### src/sv/hsv_pkg.sv
package hsv_pkg;

	localparam int CHANNEL_BITS      = 8;
	localparam int HUE_FRACTION_BITS = 6;
	localparam int HUE_BITS          = 15;

	localparam int CH_MAX     = (1 << CHANNEL_BITS) - 1;
	localparam int HUE_SIXTY  = 60 << HUE_FRACTION_BITS;
	localparam int HUE_FULL   = 360 << HUE_FRACTION_BITS;
	localparam int HUE_CALC_BITS = $clog2(HUE_FULL + 1);
	localparam int HUE_Q_BITS = $clog2(HUE_SIXTY + 1);

	// one quotient width covers both divisions
	localparam int Q_BITS   = (CHANNEL_BITS > HUE_Q_BITS) ? CHANNEL_BITS : HUE_Q_BITS;
	localparam int DVD_BITS = CHANNEL_BITS + Q_BITS;

	typedef enum logic [1:0] {
		SECTOR_RED,
		SECTOR_GREEN,
		SECTOR_BLUE
	} sector_t;

	typedef struct packed {
		logic [CHANNEL_BITS-1:0] brightness;
		sector_t                 sector;
		logic                    neg;
		logic                    defined;
	} side_t;

endpackage

### src/sv/hsv_front.sv
module hsv_front
	import hsv_pkg::*;
(
	input  logic                    clk,
	input  logic                    arst_n,
	input  logic                    in_valid,
	input  logic [CHANNEL_BITS-1:0] red,
	input  logic [CHANNEL_BITS-1:0] green,
	input  logic [CHANNEL_BITS-1:0] blue,
	output logic                    valid_s2,
	output logic [DVD_BITS-1:0]     sat_dvd_s2,
	output logic [CHANNEL_BITS-1:0] sat_dvs_s2,
	output logic [DVD_BITS-1:0]     hue_dvd_s2,
	output logic [CHANNEL_BITS-1:0] hue_dvs_s2,
	output side_t                   side_s2
);

	logic [CHANNEL_BITS-1:0] mx, mn, delta;
	logic [CHANNEL_BITS:0]   num;
	logic [CHANNEL_BITS-1:0] num_abs;
	sector_t                 sector;

	logic                    valid_s1;
	logic [CHANNEL_BITS-1:0] mx_s1, delta_s1, num_abs_s1;
	sector_t                 sector_s1;
	logic                    neg_s1;

	always_comb begin
		mx = red;
		mn = red;
		if (green > mx) mx = green;
		if (green < mn) mn = green;
		if (blue > mx) mx = blue;
		if (blue < mn) mn = blue;
		delta = mx - mn;
		// red wins ties, then green
		if (red == mx) begin
			sector = SECTOR_RED;
			num    = {1'b0, green} - {1'b0, blue};
		end else if (green == mx) begin
			sector = SECTOR_GREEN;
			num    = {1'b0, blue} - {1'b0, red};
		end else begin
			sector = SECTOR_BLUE;
			num    = {1'b0, red} - {1'b0, green};
		end
		num_abs = num[CHANNEL_BITS] ? CHANNEL_BITS'(-num) : num[CHANNEL_BITS-1:0];
	end

	always_ff @(posedge clk or negedge arst_n) begin
		if (!arst_n) begin
			valid_s1 <= 1'b0;
			valid_s2 <= 1'b0;
		end else begin
			valid_s1 <= in_valid;
			valid_s2 <= valid_s1;
		end
	end

	always_ff @(posedge clk) begin
		mx_s1      <= mx;
		delta_s1   <= delta;
		num_abs_s1 <= num_abs;
		sector_s1  <= sector;
		neg_s1     <= num[CHANNEL_BITS];

		sat_dvd_s2 <= DVD_BITS'(delta_s1) * DVD_BITS'(CH_MAX);
		sat_dvs_s2 <= mx_s1;
		hue_dvd_s2 <= DVD_BITS'(num_abs_s1) * DVD_BITS'(HUE_SIXTY);
		hue_dvs_s2 <= delta_s1;
		side_s2.brightness <= mx_s1;
		side_s2.sector     <= sector_s1;
		side_s2.neg        <= neg_s1;
		side_s2.defined    <= (delta_s1 != '0);
	end

endmodule

### src/sv/hsv_div_pipe.sv
module hsv_div_pipe
	import hsv_pkg::*;
(
	input  logic                    clk,
	input  logic                    arst_n,
	input  logic                    in_valid,
	input  logic [DVD_BITS-1:0]     sat_dvd,
	input  logic [CHANNEL_BITS-1:0] sat_dvs,
	input  logic [DVD_BITS-1:0]     hue_dvd,
	input  logic [CHANNEL_BITS-1:0] hue_dvs,
	input  side_t                   side_in,
	output logic                    out_valid,
	output logic [Q_BITS-1:0]       sat_quo,
	output logic [Q_BITS-1:0]       hue_quo,
	output side_t                   side_out
);

	// restoring division, one quotient bit per stage, msb first
	logic                    valid_s   [Q_BITS+1];
	logic [DVD_BITS-1:0]     sat_rem_s [Q_BITS+1];
	logic [DVD_BITS-1:0]     hue_rem_s [Q_BITS+1];
	logic [CHANNEL_BITS-1:0] sat_dvs_s [Q_BITS+1];
	logic [CHANNEL_BITS-1:0] hue_dvs_s [Q_BITS+1];
	logic [Q_BITS-1:0]       sat_quo_s [Q_BITS+1];
	logic [Q_BITS-1:0]       hue_quo_s [Q_BITS+1];
	side_t                   side_s    [Q_BITS+1];

	assign valid_s[0]   = in_valid;
	assign sat_rem_s[0] = sat_dvd;
	assign hue_rem_s[0] = hue_dvd;
	assign sat_dvs_s[0] = sat_dvs;
	assign hue_dvs_s[0] = hue_dvs;
	assign sat_quo_s[0] = '0;
	assign hue_quo_s[0] = '0;
	assign side_s[0]    = side_in;

	for (genvar k = 0; k < Q_BITS; k++) begin : g_stage
		localparam int BIT = Q_BITS - 1 - k;
		logic [DVD_BITS-1:0] sat_step, hue_step;
		logic                sat_fit, hue_fit;

		always_comb begin
			sat_step = DVD_BITS'(sat_dvs_s[k]) << BIT;
			hue_step = DVD_BITS'(hue_dvs_s[k]) << BIT;
			sat_fit  = sat_rem_s[k] >= sat_step;
			hue_fit  = hue_rem_s[k] >= hue_step;
		end

		always_ff @(posedge clk or negedge arst_n) begin
			if (!arst_n) begin
				valid_s[k+1] <= 1'b0;
			end else begin
				valid_s[k+1] <= valid_s[k];
			end
		end

		always_ff @(posedge clk) begin
			sat_rem_s[k+1] <= sat_fit ? sat_rem_s[k] - sat_step : sat_rem_s[k];
			hue_rem_s[k+1] <= hue_fit ? hue_rem_s[k] - hue_step : hue_rem_s[k];
			sat_dvs_s[k+1] <= sat_dvs_s[k];
			hue_dvs_s[k+1] <= hue_dvs_s[k];
			sat_quo_s[k+1] <= sat_quo_s[k] | (Q_BITS'(sat_fit) << BIT);
			hue_quo_s[k+1] <= hue_quo_s[k] | (Q_BITS'(hue_fit) << BIT);
			side_s[k+1]    <= side_s[k];
		end
	end

	assign out_valid = valid_s[Q_BITS];
	assign sat_quo   = sat_quo_s[Q_BITS];
	assign hue_quo   = hue_quo_s[Q_BITS];
	assign side_out  = side_s[Q_BITS];

`ifndef SYNTHESIS
	// the channel difference never exceeds delta, so the hue quotient stays within one sector
	assert property (@(posedge clk) disable iff (!arst_n)
		out_valid && side_out.defined |-> hue_quo <= Q_BITS'(HUE_SIXTY))
		else $error("hue quotient above one sector");
	assert property (@(posedge clk) disable iff (!arst_n)
		out_valid && side_out.defined |-> sat_quo <= Q_BITS'(CH_MAX))
		else $error("saturation quotient out of range");
`endif

endmodule

### src/sv/hsv_back.sv
module hsv_back
	import hsv_pkg::*;
(
	input  logic                    clk,
	input  logic                    arst_n,
	input  logic                    in_valid,
	input  logic [Q_BITS-1:0]       sat_quo,
	input  logic [Q_BITS-1:0]       hue_quo,
	input  side_t                   side_in,
	output logic                    done,
	output logic [HUE_BITS-1:0]     hue,
	output logic [CHANNEL_BITS-1:0] saturation,
	output logic [CHANNEL_BITS-1:0] brightness,
	output logic                    hue_defined
);

	logic [HUE_CALC_BITS-1:0] base, frac, hue_calc;

	always_comb begin
		frac = HUE_CALC_BITS'(hue_quo);
		case (side_in.sector)
			SECTOR_RED:   base = '0;
			SECTOR_GREEN: base = HUE_CALC_BITS'(2 * HUE_SIXTY);
			SECTOR_BLUE:  base = HUE_CALC_BITS'(4 * HUE_SIXTY);
			default:      base = '0;
		endcase
		if (!side_in.defined) begin
			hue_calc = '0;
		end else if (!side_in.neg) begin
			hue_calc = base + frac;
		end else if (side_in.sector == SECTOR_RED && frac != '0) begin
			// negative red-sector hue wraps round the circle
			hue_calc = HUE_CALC_BITS'(HUE_FULL) - frac;
		end else begin
			hue_calc = base - frac;
		end
	end

	always_ff @(posedge clk or negedge arst_n) begin
		if (!arst_n) begin
			done <= 1'b0;
		end else begin
			done <= in_valid;
		end
	end

	always_ff @(posedge clk) begin
		hue         <= HUE_BITS'(hue_calc);
		saturation  <= side_in.defined ? sat_quo[CHANNEL_BITS-1:0] : '0;
		brightness  <= side_in.brightness;
		hue_defined <= side_in.defined;
	end

endmodule

### src/sv/rgb_to_hsv_converter.sv
// Pixel-stream RGB to HSV converter. A pixel is taken on every clock edge where start is
// high; busy is always low, so a new pixel may be offered every cycle. Each pixel comes
// out in order, as a one-cycle done strobe with hue, saturation, brightness and
// hue_defined; the receiver must take it then, as nothing is held. The pipeline is
// made of the two restoring dividers, one quotient bit per stage, plus a min/max
// stage, a scaling stage and an output stage. Hue is in 1/64 degree units; grey
// pixels give hue 0 and hue_defined low.
module rgb_to_hsv_converter
	import hsv_pkg::*;
(
	input  logic                    clk,
	input  logic                    arst_n,
	input  logic                    start,
	output logic                    busy,
	input  logic [CHANNEL_BITS-1:0] red,
	input  logic [CHANNEL_BITS-1:0] green,
	input  logic [CHANNEL_BITS-1:0] blue,
	output logic                    done,
	output logic [HUE_BITS-1:0]     hue,
	output logic [CHANNEL_BITS-1:0] saturation,
	output logic [CHANNEL_BITS-1:0] brightness,
	output logic                    hue_defined
);

	logic                    accept;
	logic                    valid_s2;
	logic [DVD_BITS-1:0]     sat_dvd_s2, hue_dvd_s2;
	logic [CHANNEL_BITS-1:0] sat_dvs_s2, hue_dvs_s2;
	side_t                   side_s2;
	logic                    div_valid;
	logic [Q_BITS-1:0]       sat_quo, hue_quo;
	side_t                   div_side;

	assign busy   = 1'b0;
	assign accept = start & ~busy;

	hsv_front u_front (
		.clk        (clk),
		.arst_n     (arst_n),
		.in_valid   (accept),
		.red        (red),
		.green      (green),
		.blue       (blue),
		.valid_s2   (valid_s2),
		.sat_dvd_s2 (sat_dvd_s2),
		.sat_dvs_s2 (sat_dvs_s2),
		.hue_dvd_s2 (hue_dvd_s2),
		.hue_dvs_s2 (hue_dvs_s2),
		.side_s2    (side_s2)
	);

	hsv_div_pipe u_div (
		.clk       (clk),
		.arst_n    (arst_n),
		.in_valid  (valid_s2),
		.sat_dvd   (sat_dvd_s2),
		.sat_dvs   (sat_dvs_s2),
		.hue_dvd   (hue_dvd_s2),
		.hue_dvs   (hue_dvs_s2),
		.side_in   (side_s2),
		.out_valid (div_valid),
		.sat_quo   (sat_quo),
		.hue_quo   (hue_quo),
		.side_out  (div_side)
	);

	hsv_back u_back (
		.clk         (clk),
		.arst_n      (arst_n),
		.in_valid    (div_valid),
		.sat_quo     (sat_quo),
		.hue_quo     (hue_quo),
		.side_in     (div_side),
		.done        (done),
		.hue         (hue),
		.saturation  (saturation),
		.brightness  (brightness),
		.hue_defined (hue_defined)
	);

`ifndef SYNTHESIS
	assert property (@(posedge clk) disable iff (!arst_n)
		done && hue_defined |-> saturation != '0)
		else $error("coloured pixel with zero saturation");
	assert property (@(posedge clk) disable iff (!arst_n)
		done && !hue_defined |-> hue == '0 && saturation == '0)
		else $error("grey pixel with hue or saturation");
	assert property (@(posedge clk) disable iff (!arst_n)
		done |-> HUE_CALC_BITS'(hue) < HUE_CALC_BITS'(HUE_FULL))
		else $error("hue beyond full circle");
`endif

endmodule

### config.mk
export PLATFORM = sky130hd
export DESIGN_NAME = rgb_to_hsv_converter
export DESIGN_NICKNAME = d
export VERILOG_FILES = /design/src/sv/hsv_pkg.sv /design/src/sv/hsv_front.sv /design/src/sv/hsv_div_pipe.sv /design/src/sv/hsv_back.sv /design/src/sv/rgb_to_hsv_converter.sv
export SDC_FILE = /design/constraint.sdc
export NUM_CORES = 1
export LEC_CHECK = 0
export BUFFER_PORTS_ARGS = -buffer_cell sky130_fd_sc_hd__buf_2
export CORE_MARGIN = 5
export CORE_UTILIZATION = 32
export DETAILED_ROUTE_END_ITERATION = 8
export MAX_ROUTING_LAYER = met4
export PLACE_DENSITY = 0.47
export SYNTH_ARGS = -nofsm -noshare
export SYNTH_HDL_FRONTEND = slang
export SYNTH_HIERARCHICAL = 1
export SYNTH_SLANG_ARGS = --single-unit
### constraint.sdc
create_clock -name clk -period 13.3 [get_ports clk]
set_input_delay 2.66 -clock clk [delete_from_list [all_inputs] [get_ports clk]]
set_output_delay 2.66 -clock clk [all_outputs]
set_load 0.01 [all_outputs]
==> tab_implementation.tex <==
\begin{tabular}{lr}
\hline
Metric & Value \\
\hline
\multicolumn{2}{l}{\textbf{Setup path}} \\
Crit Path Max Fanout & 30 \\
CP Capture Type & flip-flop \\
Startpoint type of the worst setup path & input port \\
CP peak stage delay & 780 ps \\
Critical path data required time & 13,910 ps \\
Minimum setup slack among reg-to-reg paths & 8670 ps \\
Crit Path Category & input port to flip-flop \\
Library cell contributing the largest single delay on the critical path & sky130\_fd\_sc\_hd\_\_nor3\_2 \\
Data arrival time of the worst path & 8550 ps \\
CP cell instances & buf\_2 > inv\_1 > ha\_1 > nand3\_1 > o221ai\_1 > or2\_1 > buf\_4 > nor2\_1 > a21oi\_1 > ha\_1 > a211oi\_1 > o21ai\_1 > a31oi\_1 > nor4\_1 > a41oi\_1 > nand4\_2 > nor3\_2 > mux2\_2 > nor2\_1 > nor2\_1 > ha\_1 > a31oi\_1 > xnor2\_1 \\
\multicolumn{2}{l}{\textbf{Clocking}} \\
Number of buffers created by CTS & 108 \\
Clock sink count & 995 \\
Clock tree from TritonCTS & built \\
Number of hold buffers added after CTS & 0 \\
Number of H-tree branching levels & 3 \\
Worst skew pair latency & 690 ps \\
Post-CTS Setup Inserts & 0 \\
Clock Tree Buf Depth & 3 \\
Clock Pin Slew Worst Setup and Hold Paths & 60 ps \\
PostCTS Resize Cnt & 0 \\
Clock root buffer & sky130\_fd\_sc\_hd\_\_clkbuf\_16 \\
\multicolumn{2}{l}{\textbf{Timing}} \\
Transition at the pin with the smallest max-transition slack & 1230 ps \\
Unrepaired setup endpoints after global routing & false \\
Time the final worst path needs with I/O delays and setup & 7940 ps \\
Final-report max-slew violation count & 0 \\
Crit share post-route & 59.7\% \\
Final-layout setup total negative slack & 0 ps \\
Final number of hold-violating endpoints & 0 \\
Relative slew margins & 17.5\% \\
Setup-failing EPs final & 0 \\
Maximum frequency from static timing analysis & 126 MHz \\
Clock Skews & 21.2 ps \\
\multicolumn{2}{l}{\textbf{Run}} \\
Maximum capacitance violations & 0 \\
\multicolumn{2}{l}{\textbf{Drt}} \\
Starting DRT DRC Count & 1,161 \\
Number of vias per cell after detailed routing & 4.50 \\
Residual DRC count & 0 \\
Count of vias placed by the detailed router & 25,500 \\
Routed WL per cell & 14.0 µm \\
DRT antenna net count & 0 \\
Count of TritonRoute iterations in the first routing pass & 7 \\
Sum of routed wire length over all layers & 79.4 mm \\
\multicolumn{2}{l}{\textbf{Global route}} \\
Vias in the first global route & 26,200 \\
Antenna violations before repair & 2 \\
Maximum number of pins on one net before global-route repair & 31 \\
Global-route wire length before repair & 133 mm \\
Total congestion overflow & 0 \\
Total Routing Usage GR & 12.6\% \\
\multicolumn{2}{l}{\textbf{Cells and area}} \\
Top library cells by usage in the layout, fill and taps aside & sky130\_fd\_sc\_hd\_\_dfxtp\_1 (980), sky130\_fd\_sc\_hd\_\_inv\_1 (386), sky130\_fd\_sc\_hd\_\_ha\_1 (303) \\
\# diodes & 0 \\
Net count of the finished layout & 4,336 \\
Fraction of final layout cells sized beyond drive strength 1 & 9.30\% \\
Most common cell after layout, fill and taps aside & sky130\_fd\_sc\_hd\_\_dfxtp\_1 \\
Growth of design area from synthesis to finish & 14.6\% \\
Count of filler cells inserted in the layout & 12,400 \\
\multicolumn{2}{l}{\textbf{Die}} \\
I/O Pins & 61 \\
Die X & 364 µm \\
Effective utilization at floorplan & 32.3\% \\
Total core area & 124,000 µm² \\
Die Y-Extent & 364 µm \\
Total Die Area & 132,000 µm² \\
Number of standard-cell rows in the floorplan & 129 \\
\multicolumn{2}{l}{\textbf{Synth}} \\
YS warnings & 6 \\
Gate count of the mapped netlist & 3,856 \\
Post-synthesis average cell area & 10.4 µm² \\
Post-synthesis instance area & 40,000 µm² \\
\multicolumn{2}{l}{\textbf{Min path}} \\
Worst hold-check path type & flip-flop to flip-flop \\
\multicolumn{2}{l}{\textbf{Status}} \\
Outcome & finished, final reports clean \\
\multicolumn{2}{l}{\textbf{Placed design}} \\
HPWL after detailed placement & 60.1 mm \\
Count of buffers inserted at the top-level ports & 59 \\
RD Place Congestion & 0.880 \\
\hline
\end{tabular}
metal layers:
| metal | global-route usage [%] | wire [µm] | share of wire (%) |
|---|---|---|---|
| met1 | 14.8 | 36100 | 45 |
| met2 | 21.1 | 37300 | 47 |
| met3 | 2.18 | 2800 | 3.5 |
| met4 | 5.69 | 3180 | 4.0 |
| met5 | - | 0 | 0 |
critical path, delay by kind of cell:
| kind | cells | cell delay, ps |
|---|---|---|
| buffers and inverters | 3 | 670 |
| multiplexers | 1 | 430 |
| AND/OR/NAND/NOR | 8 | 1650 |
| XOR/XNOR | 1 | 130 |
| AO/OA/AOI/OAI | 7 | 2050 |
| adder cells (fa/ha/maj) | 3 | 930 |
worst paths after layout:
check / cells after the start / to / start
max: 23 / u_front/num_abs_s1[6]$_DFF_P_ / green[7]
min in group asynchronous: 1 / u_div/valid_s[2]$_DFF_PN0_ / arst_n
max reg2reg: 16 / u_front/sat_dvd_s2[15]$_DFF_P_ / u_front/delta_s1[2]$_DFF_P_
min: 0 / u_div/hue_quo_s[80]$_DFF_P_ / u_div/hue_quo_s[92]$_DFF_P_
min reg2reg: 0 / u_div/hue_quo_s[80]$_DFF_P_ / u_div/hue_quo_s[92]$_DFF_P_
max in group asynchronous: 1 / u_div/valid_s[1]$_DFF_PN0_ / arst_n
sequential cells by signal (all words and copies together) (netlist names), 11 cells and up:
register	count
u_div/g_stage.sat_step	88
u_front/side_s2	12
u_front/sat_dvd_s2	15
u_back/hue	15
u_div/hue_quo	12
u_div/valid_s	11
u_div/g_stage.hue_step	88
u_div/sat_quo_s	28
u_div/side_s	132
u_div/side_out	12
u_div/hue_rem_s	220
u_div/hue_quo_s	66
u_front/hue_dvd_s2	12
u_div/sat_rem_s	220
stage by stage:
stage	instances	worst slack [ps]	instance area, µm²	hold WS, ps	util, %
2_1_floorplan	3867	5660	40100	310	-
3_3_place_gp	5463	4700	41800	310	33.7
3_5_place_dp	5463	4760	41800	312	33.7
4_1_cts	5669	5500	45900	319	37.0
5_1_grt	5669	5020	45900	319	37.0
6_report	5669	5360	45900	318	37.0
cell type report:
class	instances	area (µm²)	share of cell area [%]
multi-input combinational	2375	18000	39.1
clock inverter	59	958	2.09
clock buffer	147	3110	6.79
inverter	390	1460	3.19
sequential	995	20000	43.6
tap	1637	2050	4.46
timing repair buffer	66	348	0.758
Power is not shown: default switching activity piles up to over one toggle a cycle in this logic, so the estimate is an artifact.
